## src/rtl/fpme_pkg.sv

```systemverilog
// Shared types and constants for the frame period median estimator.
// No dependencies; imported by the interfaces and all modules.
package fpme_pkg;

	// Field widths
	localparam int TS_W = 63;
	localparam int IV_W = 31;

	// Largest interval that can be stored
	localparam logic [IV_W-1:0] IV_MAX = {IV_W{1'b1}};

	// Commands from controller to datapath
	typedef struct packed {
		logic load_ts;    // capture incoming timestamp
		logic diff;       // form saturated interval, roll last timestamp
		logic insert;     // insert interval into sorted batch
		logic smooth;     // fold batch median into estimate
		logic load_out;   // move result into output register
	} fpme_cmd_t;

	// Status from datapath to controller
	typedef struct packed {
		logic rec;        // this tick carries an interval
		logic batch_done; // the insert just closed a batch
	} fpme_stat_t;

endpackage

```

## src/rtl/fpme_in_if.sv

```systemverilog
// Input channel carrying one frame tick timestamp per item.
// Depends on fpme_pkg for the field width.
interface fpme_in_if;
	logic                       valid;
	logic                       ready;
	logic [fpme_pkg::TS_W-1:0]  timestamp_us;

	modport source (output valid, output timestamp_us, input ready);
	modport sink   (input valid, input timestamp_us, output ready);
endinterface

```

## src/rtl/fpme_out_if.sv

```systemverilog
// Output channel carrying the period estimate and update flag per item.
// Depends on fpme_pkg for the field width.
interface fpme_out_if;
	logic                       valid;
	logic                       ready;
	logic                       updated;
	logic [fpme_pkg::IV_W-1:0]  frame_period_us;

	modport source (output valid, output updated, output frame_period_us, input ready);
	modport sink   (input valid, input updated, input frame_period_us, output ready);
endinterface

```

## src/rtl/fpme_ctrl.sv

```systemverilog
// Sequencing state machine for the frame period median estimator.
// Depends on fpme_pkg for the command and status structs.
module fpme_ctrl (
	input  logic                  clk,
	input  logic                  arst_n,
	input  logic                  in_valid,
	output logic                  in_ready,
	output logic                  out_valid,
	input  logic                  out_ready,
	input  fpme_pkg::fpme_stat_t  stat,
	output fpme_pkg::fpme_cmd_t   cmd
);
	import fpme_pkg::*;

	localparam logic [2:0] ST_IDLE   = 3'd0;
	localparam logic [2:0] ST_DIFF   = 3'd1;
	localparam logic [2:0] ST_INSERT = 3'd2;
	localparam logic [2:0] ST_SMOOTH = 3'd3;
	localparam logic [2:0] ST_DONE   = 3'd4;

	logic [2:0] state_q;
	logic [2:0] state_d;
	logic       out_valid_q;

	// Next state and command decode
	always_comb begin
		state_d  = state_q;
		cmd      = '0;
		in_ready = 1'b0;
		case (state_q)
			ST_IDLE: begin
				in_ready = 1'b1;
				if (in_valid) begin
					cmd.load_ts = 1'b1;
					state_d     = ST_DIFF;
				end
			end
			ST_DIFF: begin
				cmd.diff = 1'b1;
				state_d  = ST_INSERT;
			end
			ST_INSERT: begin
				cmd.insert = stat.rec;
				state_d    = ST_SMOOTH;
			end
			ST_SMOOTH: begin
				cmd.smooth = stat.batch_done;
				state_d    = ST_DONE;
			end
			ST_DONE: begin
				if (!out_valid_q || out_ready) begin
					cmd.load_out = 1'b1;
					state_d      = ST_IDLE;
				end
			end
			default: begin
				state_d = ST_IDLE;
			end
		endcase
	end

	// State and output valid registers
	always_ff @(posedge clk or negedge arst_n) begin
		if (!arst_n) begin
			state_q     <= ST_IDLE;
			out_valid_q <= 1'b0;
		end else begin
			state_q <= state_d;
			if (cmd.load_out) begin
				out_valid_q <= 1'b1;
			end else if (out_ready) begin
				out_valid_q <= 1'b0;
			end
		end
	end

	assign out_valid = out_valid_q;

	// Never overwrite a result the receiver has not taken
	a_no_overwrite: assert property (@(posedge clk) disable iff (!arst_n)
		cmd.load_out |-> (!out_valid_q || out_ready))
		else $error("output register overwritten while stalled");

	// An insert is only issued for a tick that carries an interval
	a_insert_rec: assert property (@(posedge clk) disable iff (!arst_n)
		cmd.insert |-> stat.rec)
		else $error("insert without interval");

	// An accepted item starts the interval step on the next cycle
	a_accept_step: assert property (@(posedge clk) disable iff (!arst_n)
		(in_valid && in_ready) |=> cmd.diff)
		else $error("accepted item not processed");

endmodule

```

## src/rtl/fpme_dp.sv

```systemverilog
// Datapath: interval forming, sorted batch row, estimate and output payload.
// Depends on fpme_pkg for widths and the command and status structs.
module fpme_dp #(
	parameter int SAMPLES = 31
) (
	input  logic                      clk,
	input  logic                      arst_n,
	input  logic [fpme_pkg::TS_W-1:0] timestamp_us,
	input  fpme_pkg::fpme_cmd_t       cmd,
	output fpme_pkg::fpme_stat_t      stat,
	output logic                      updated,
	output logic [fpme_pkg::IV_W-1:0] frame_period_us
);
	import fpme_pkg::*;

	localparam int CW  = $clog2(SAMPLES + 1);
	localparam int MID = SAMPLES / 2;

	logic [TS_W-1:0] ts_q;
	logic [TS_W-1:0] last_q;
	logic            rec_q;
	logic [IV_W-1:0] iv_q;
	logic [CW-1:0]   fill_q;
	logic            done_q;
	logic [IV_W-1:0] sm_q;
	logic            upd_out_q;
	logic [IV_W-1:0] period_out_q;

	logic [IV_W-1:0] row_q [SAMPLES];
	logic [IV_W-1:0] row_d [SAMPLES];
	logic [SAMPLES-1:0] le;

	logic [TS_W-1:0] diff_w;
	logic [IV_W-1:0] iv_sat;
	logic [IV_W:0]   sum_w;
	logic [CW-1:0]   fill_inc;

	// Saturated interval since the previous tick
	assign diff_w = ts_q - last_q;
	always_comb begin
		if (ts_q < last_q) begin
			iv_sat = '0;
		end else if (diff_w[TS_W-1:IV_W] != '0) begin
			iv_sat = IV_MAX;
		end else begin
			iv_sat = diff_w[IV_W-1:0];
		end
	end

	// Sorted insert: each cell compares itself against the new interval
	for (genvar i = 0; i < SAMPLES; i++) begin : g_cell
		assign le[i] = (CW'(i) < fill_q) && (row_q[i] <= iv_q);
		if (i == 0) begin : g_first
			assign row_d[i] = le[i] ? row_q[i] : iv_q;
		end else begin : g_rest
			assign row_d[i] = le[i] ? row_q[i] : (le[i-1] ? iv_q : row_q[i-1]);
		end
	end

	always_ff @(posedge clk) begin
		if (cmd.insert) begin
			for (int k = 0; k < SAMPLES; k++) begin
				row_q[k] <= row_d[k];
			end
		end
	end

	// Running estimate: average of median and previous estimate
	assign sum_w    = {1'b0, row_q[MID]} + {1'b0, sm_q};
	assign fill_inc = fill_q + CW'(1);

	// Payload registers
	always_ff @(posedge clk) begin
		if (cmd.load_ts) begin
			ts_q <= timestamp_us;
		end
		if (cmd.diff) begin
			iv_q <= iv_sat;
		end
		if (cmd.load_out) begin
			upd_out_q    <= done_q;
			period_out_q <= sm_q;
		end
	end

	// Control state held in the datapath
	always_ff @(posedge clk or negedge arst_n) begin
		if (!arst_n) begin
			last_q <= '0;
			rec_q  <= 1'b0;
			fill_q <= '0;
			done_q <= 1'b0;
			sm_q   <= '0;
		end else begin
			if (cmd.diff) begin
				rec_q  <= (last_q != '0);
				last_q <= ts_q;
				done_q <= 1'b0;
			end
			if (cmd.insert) begin
				if (fill_inc == CW'(SAMPLES)) begin
					fill_q <= '0;
					done_q <= 1'b1;
				end else begin
					fill_q <= fill_inc;
				end
			end
			if (cmd.smooth) begin
				sm_q <= (sm_q == '0) ? row_q[MID] : sum_w[IV_W:1];
			end
		end
	end

	assign stat.rec        = rec_q;
	assign stat.batch_done = done_q;
	assign updated         = upd_out_q;
	assign frame_period_us = period_out_q;

	// Fill count never reaches the batch size
	a_fill_bound: assert property (@(posedge clk) disable iff (!arst_n)
		fill_q < CW'(SAMPLES))
		else $error("fill count out of range");

	// A closed batch leaves the fill count at zero
	a_done_fill: assert property (@(posedge clk) disable iff (!arst_n)
		done_q |-> (fill_q == '0))
		else $error("batch closed but fill count not cleared");

	// The row stays sorted around the median cell
	a_sorted: assert property (@(posedge clk) disable iff (!arst_n)
		(fill_q > CW'(MID)) |-> (row_q[MID-1] <= row_q[MID]))
		else $error("batch row not sorted");

endmodule

```

## src/rtl/frame_period_median_estimator.sv

```systemverilog
// Top level of the frame period median estimator.
// Depends on fpme_pkg, fpme_in_if, fpme_out_if, fpme_ctrl and fpme_dp.
//
// Usage:
//   ts_in carries one item per frame tick: the tick's timestamp in us.
//   est_out returns exactly one item per input item: the current smoothed
//   median frame period and a flag set when that tick closed a batch.
//   The first tick (or any tick while the stored timestamp is zero) only
//   records its timestamp. Each later tick inserts its saturated interval
//   into a sorted row of SAMPLES cells; a full row yields its middle cell
//   as the median, which seeds or is averaged into the estimate.
// Sequence: the controller steps through capture, interval, sorted insert,
//   smoothing and output load, and accepts the next item only after the
//   result is loaded into the output register.
// Reset: estimate, fill count and stored timestamp clear; no clearing pass.
// Stall: the output register holds a finished result while the next item is
//   accepted and processed; that item then waits in the last step until the
//   receiver takes the pending result.
module frame_period_median_estimator #(
	parameter int SAMPLES = 31
) (
	input  logic       clk,
	input  logic       arst_n,
	fpme_in_if.sink    ts_in,
	fpme_out_if.source est_out
);
	import fpme_pkg::*;

	fpme_cmd_t  cmd;
	fpme_stat_t stat;

	// Sequencing
	fpme_ctrl u_ctrl (
		.clk       (clk),
		.arst_n    (arst_n),
		.in_valid  (ts_in.valid),
		.in_ready  (ts_in.ready),
		.out_valid (est_out.valid),
		.out_ready (est_out.ready),
		.stat      (stat),
		.cmd       (cmd)
	);

	// Arithmetic and storage
	fpme_dp #(
		.SAMPLES (SAMPLES)
	) u_dp (
		.clk             (clk),
		.arst_n          (arst_n),
		.timestamp_us    (ts_in.timestamp_us),
		.cmd             (cmd),
		.stat            (stat),
		.updated         (est_out.updated),
		.frame_period_us (est_out.frame_period_us)
	);

endmodule
```

## src/flat_wrapper.sv

```systemverilog
// flat-port wrapper written by rule: the top's interface ports become plain ports
module frame_period_median_estimator_flat import fpme_pkg::*;
#(
	parameter int SAMPLES = 31
)
  (clk, arst_n, ts_in_valid, ts_in_timestamp_us, ts_in_ready, est_out_valid, est_out_updated, est_out_frame_period_us, est_out_ready);
  fpme_in_if ts_in_i ();
  fpme_out_if est_out_i ();
  input  logic clk;
  input  logic arst_n;
  input wire logic [$bits(ts_in_i.valid)-1:0] ts_in_valid;
  input wire logic [$bits(ts_in_i.timestamp_us)-1:0] ts_in_timestamp_us;
  output wire logic [$bits(ts_in_i.ready)-1:0] ts_in_ready;
  output wire logic [$bits(est_out_i.valid)-1:0] est_out_valid;
  output wire logic [$bits(est_out_i.updated)-1:0] est_out_updated;
  output wire logic [$bits(est_out_i.frame_period_us)-1:0] est_out_frame_period_us;
  input wire logic [$bits(est_out_i.ready)-1:0] est_out_ready;
  assign ts_in_i.valid = ts_in_valid;
  assign ts_in_i.timestamp_us = ts_in_timestamp_us;
  assign ts_in_ready = ts_in_i.ready;
  assign est_out_valid = est_out_i.valid;
  assign est_out_updated = est_out_i.updated;
  assign est_out_frame_period_us = est_out_i.frame_period_us;
  assign est_out_i.ready = est_out_ready;
  frame_period_median_estimator #(.SAMPLES(SAMPLES)) u_core (.clk(clk), .arst_n(arst_n), .ts_in(ts_in_i), .est_out(est_out_i));
endmodule
```

## config.mk

```make
export PLATFORM = sky130hd
export DESIGN_NAME = frame_period_median_estimator_flat
export DESIGN_NICKNAME = d
export VERILOG_FILES = /design/src/rtl/fpme_pkg.sv /design/src/rtl/fpme_in_if.sv /design/src/rtl/fpme_out_if.sv /design/src/rtl/fpme_ctrl.sv /design/src/rtl/fpme_dp.sv /design/src/rtl/frame_period_median_estimator.sv /design/src/flat_wrapper.sv
export SDC_FILE = /design/constraint.sdc
export NUM_CORES = 2
export LEC_CHECK = 0
export ABC_AREA = 0
export BUFFER_PORTS_ARGS = -buffer_cell sky130_fd_sc_hd__buf_2
export CORE_ASPECT_RATIO = 1.75
export CORE_UTILIZATION = 55
export DETAILED_ROUTE_END_ITERATION = 8
export GPL_ROUTABILITY_DRIVEN = 0
export PLACE_DENSITY = 0.81
export SKIP_CTS_REPAIR_TIMING = 1
export SYNTH_ARGS = -nofsm -noshare
export SYNTH_HDL_FRONTEND = slang
export SYNTH_HIERARCHICAL = 1
export SYNTH_SLANG_ARGS = --single-unit
```

## constraint.sdc

```tcl
create_clock -name clk -period 11.6 [get_ports clk]
set_input_delay 0.58 -clock clk [delete_from_list [all_inputs] [get_ports clk]]
set_output_delay 0.58 -clock clk [all_outputs]
set_load 0.02 [all_outputs]
```

==> results.md <==
- The run finished, with violations left.
- The checks that failed: design-rule violations.
- Entering global routing, the biggest net connects 99 pins.
- The die covers 85010 um2.
- The post-synthesis async set-or-reset flop share is 0.1444.
- The worst-case clock skew is 0.02446 ns.
- The net count of the mapped netlist is 4576.
- The total area inside the core boundary comes to 83030 um2.
- Of the post-synthesis cell area, the dominant cell type holds 0.4052.
- The clock tree synthesis step divided the H-tree into 3 levels.
- At the worst endpoint, the arrival time is 5.82 ns.
- The power per standard cell area is 336.3 nW/um2.
- The number of antenna violations at the first check in global routing is 4.
- Setup slack closes at 6.120 ns.
- The leakage power of the design is 20.33 nW.
- The number of synthesized register bits is 727.
- The first-pass iteration count of the detailed router is 9.
- The fmax is 182.5 MHz.
- Using the TritonRoute via totals, the vias-per-cell ratio works out to 6.555.
- The net total in the final layout is 4644.
- The slew at the pin closest to its max-slew limit is 1.282 ns.
- The number of buffers between clock root and the deepest sink is 3.
- Detailed routing inserted a total of 33460 vias.
- The die extent in x is 220.8 um.
- The post-synthesis instance area is 46090 um2.
- By count the netlist is led by 622 x sky130_fd_sc_hd__edfxtp_1, 591 x sky130_fd_sc_hd__ha_1, 464 x sky130_fd_sc_hd__mux2_2.
- The worst setup path is captured at a flip-flop.
- For the worst setup path, the data required time is 11.94 ns.
- The final hold violation count is 0.
- The clock insertion delay at the later pin of the skew report is 0.67 ns.
- The number of global-route vias before repair is 35180.
- The count of input and output buffers is 100.
- Yosys mapped the design onto 90 distinct sky130hd cell types.
- The finished layout holds 5105 standard cells, fillers aside.
- For this run the aggregate overflow at the end of global routing stands at 0.
- Counting the fill cells in the layout gives 6555.
- Setup repair after global routing left no endpoint under its margin.
- TritonCTS built the clock tree.
- After detailed placement, the total cell area comes to 47810 um2.
- The average footprint of a synthesized cell is 11.77 um2.
- The vertical extent of the die is 385.0 um.
- The count of final max-slew check failures was 0.
- The worst hold-check path type is input port to flip-flop.
- Counting the buffers created by CTS gives 72.
- For this run, design rule violations remaining after detail routing come to 8.
- The final HPWL from detailed placement is 92980 um.
- Clock-pin slew was measured on the worst setup and hold paths at 0.06 ns.
- The worst setup timing slack at the placement stage is 6.406 ns.
- The number of diodes added for antenna fixing is 0.
- The total wirelength of the detailed-routed design is 124400 um.
- Max-cap violations in this run came to 0.
- The buffer cell driving the clock tree root is sky130_fd_sc_hd__clkbuf_16.
- The tree built by TritonCTS fans out to 727 sinks.
- In the finished design, the share of the clock period the worst path needs comes to 0.4724.
- The global-route wire length before repair is 189100 um.
- The total placed cells including tap cells is 4974.
- The cell type contributing the most total cell area after synthesis is sky130_fd_sc_hd__edfxtp_1.
- Once layout is done, the placed cells without fillers occupy 50230 um2.
- Among all cell types in the netlist, the one instantiated most often is sky130_fd_sc_hd__edfxtp_1.
- Along the worst path, the maximum fanout reaches 31.
- The detail route stage leaves a number of antenna-violating nets equal to 0.
- Adding up every negative setup slack in the final design gives 0 ns.
- The number of standard-cell rows in the floorplan is 140.
- The initial cell density of the core is 0.5551.
- The Yosys step of the flow raised 6 warnings.
- After synthesis, the cell types taking the most area are sky130_fd_sc_hd__edfxtp_1 41%, sky130_fd_sc_hd__ha_1 16%, sky130_fd_sc_hd__mux2_2 11%.
- Synthesis produced a netlist whose cell count is 3916.
- After detailed routing, the average wire length per cell comes to 24.37 um.
- The share of cells above drive strength 1 is 0.1968.
- After the first detailed-routing iteration, the DRC count stood at 2078.
- The total routing usage reported by global routing is 0.2911.
- VDD sags by at most 0.2124 mV.
- The time the final worst path needs with I/O delays and setup is 5.480 ns.
- The most used flip-flop cell after synthesis is sky130_fd_sc_hd__edfxtp_1.
- STA classifies the critical path startpoint as a flip-flop.
- Setup violations remaining at the end of the flow were counted as 0.
- Yosys mapped a number of flops with a built-in enable equal to 622.
- Compared with the post-synthesis result, the final layout area differs by 8.977%.
- The class of the most critical setup path is flip-flop to flip-flop.
- The number of top-level pins is 101.
- Measured against its own limit, the worst slew margin works out to 0.1381.
- The sequential share of the synthesized area is 0.4623.
==> routing by layer <==
layer | track usage | vias to the layer above | routed length (um)
met4 | 0.3010 | 0 | 14210
met1 | 0.2541 | 16330 | 39320
met2 | 0.5526 | 1269 | 65490
met5 | 0 | - | 0
li1 | - | 15250 | -
met3 | 0.04070 | 611 | 5413
==> state kept, by name, indices dropped and copies added (netlist names), 3 cells and up <==
signal and count:
u_core/u_dp/fill_q 5, u_core/u_dp/iv_q 31, u_core/u_dp/row_q 496, u_core/u_dp/last_q 63, u_core/u_dp/sm_q 31, u_core/u_dp/ts_q 63, u_core/u_ctrl/state_q 3, u_core/u_dp/frame_period_us 31
==> report_power, final <==
group          switching, mW  total (mW)  leakage (nW)  internal [mW]
registers              0.837        5.44          7.13           4.61
logic                   5.34        9.01          12.0           3.67
clock network           1.06        2.43          1.17           1.38
==> worst paths after layout <==
| kind | startpoint | to | slack (ns) | cells after the start |
|---|---|---|---|---|
| setup / recovery | u_core/u_dp/last_q[0] | u_core/u_dp/iv_q[24] | 6.12 | 14 |
| hold / removal | ts_in_timestamp_us[22] | u_core/u_dp/ts_q[22] | 0.08 | 1 |
| setup reg to reg | u_core/u_dp/last_q[0] | u_core/u_dp/iv_q[24] | 6.12 | 14 |
| hold reg to reg | u_core/u_dp/ts_q[4] | u_core/u_dp/last_q[4] | 0.50 | 2 |
| max in group asynchronous | arst_n | u_core/u_dp/sm_q[25] | 9.69 | 3 |
| min in group asynchronous | arst_n | u_core/u_dp/last_q[53] | 0.44 | 2 |
==> cells in the final DEF (no fill, tap or decap), types with 9 or more instances in the layout <==
master,synthesis,layout
sky130_fd_sc_hd__a211oi_1,25,25
sky130_fd_sc_hd__a21o_1,177,177
sky130_fd_sc_hd__a21oi_1,247,242
sky130_fd_sc_hd__a221o_1,10,10
sky130_fd_sc_hd__a31oi_1,42,42
sky130_fd_sc_hd__and2_1,14,13
sky130_fd_sc_hd__and3_1,18,18
sky130_fd_sc_hd__and4_1,9,9
sky130_fd_sc_hd__buf_2,32,99
sky130_fd_sc_hd__buf_4,5,55
sky130_fd_sc_hd__clkbuf_1,111,13
sky130_fd_sc_hd__clkbuf_16,0,74
sky130_fd_sc_hd__dfrtp_1,105,105
sky130_fd_sc_hd__edfxtp_1,622,622
sky130_fd_sc_hd__ha_1,591,591
sky130_fd_sc_hd__inv_1,156,156
sky130_fd_sc_hd__mux2_2,464,464
sky130_fd_sc_hd__mux2i_1,11,11
sky130_fd_sc_hd__nand2_1,190,190
sky130_fd_sc_hd__nand2b_1,39,39
sky130_fd_sc_hd__nand3_1,45,45
sky130_fd_sc_hd__nand4_1,131,131
sky130_fd_sc_hd__nor2_1,170,161
sky130_fd_sc_hd__nor2b_1,46,45
sky130_fd_sc_hd__nor3_1,61,61
sky130_fd_sc_hd__nor4_1,42,41
sky130_fd_sc_hd__o2111ai_1,11,11
sky130_fd_sc_hd__o211ai_1,23,23
sky130_fd_sc_hd__o21a_1,66,66
sky130_fd_sc_hd__o21ai_0,189,189
sky130_fd_sc_hd__o21bai_1,11,11
sky130_fd_sc_hd__o221ai_1,10,10
sky130_fd_sc_hd__or3_1,14,14
sky130_fd_sc_hd__xnor2_1,42,42
sky130_fd_sc_hd__xor2_1,23,22
==> critical path, cell delays in order, from the launching register on <==
cell and delay [ns]:
sky130_fd_sc_hd__dfrtp_1 0.49, sky130_fd_sc_hd__ha_1 0.29, sky130_fd_sc_hd__fa_1 0.42, sky130_fd_sc_hd__nand2b_1 0.19, sky130_fd_sc_hd__a21oi_2 0.18, sky130_fd_sc_hd__o211ai_2 0.18
sky130_fd_sc_hd__a21oi_1 0.50, sky130_fd_sc_hd__o211ai_1 0.50, sky130_fd_sc_hd__a211oi_1 0.36, sky130_fd_sc_hd__a211oi_1 0.10, sky130_fd_sc_hd__a311oi_1 0.69, sky130_fd_sc_hd__o2111ai_1 0.36
sky130_fd_sc_hd__nor4_4 0.24, sky130_fd_sc_hd__buf_4 0.35, sky130_fd_sc_hd__a31oi_1 0.29
==> logic make-up after synthesis <==
group	synth area share
simple gates	0.08934
xor+xnor	0.01235
buf+inv	0.02799
mux	0.1175
flops	0.4623
compound gates	0.1292
fa+ha+maj	0.1613
==> through the flow <==
step | util | power, mW | hold WS, ns
floorplan | - | 11.45 | 0.2844
global placement | 0.5758 | 13.81 | 0.4774
detailed placement | 0.5758 | 14.21 | 0.4805
CTS | 0.6048 | 16.71 | -0.1164
global route | 0.6049 | 17.85 | 0.06487
finish | 0.6049 | 16.89 | 0.08200
==> layout make-up <==
cell class | count | area [um2] | share of cell area
timing repair buffer | 155 | 918.4 | 0.01828
inverter | 157 | 589.3 | 0.01173
sequential | 727 | 21310 | 0.4242
tap | 1065 | 1333 | 0.02653
clock buffer | 89 | 1928 | 0.03839
multi-input combinational | 2871 | 23680 | 0.4714
clock inverter | 41 | 479.2 | 0.009541
No activity file was read; power rests on OpenSTA's default activity.
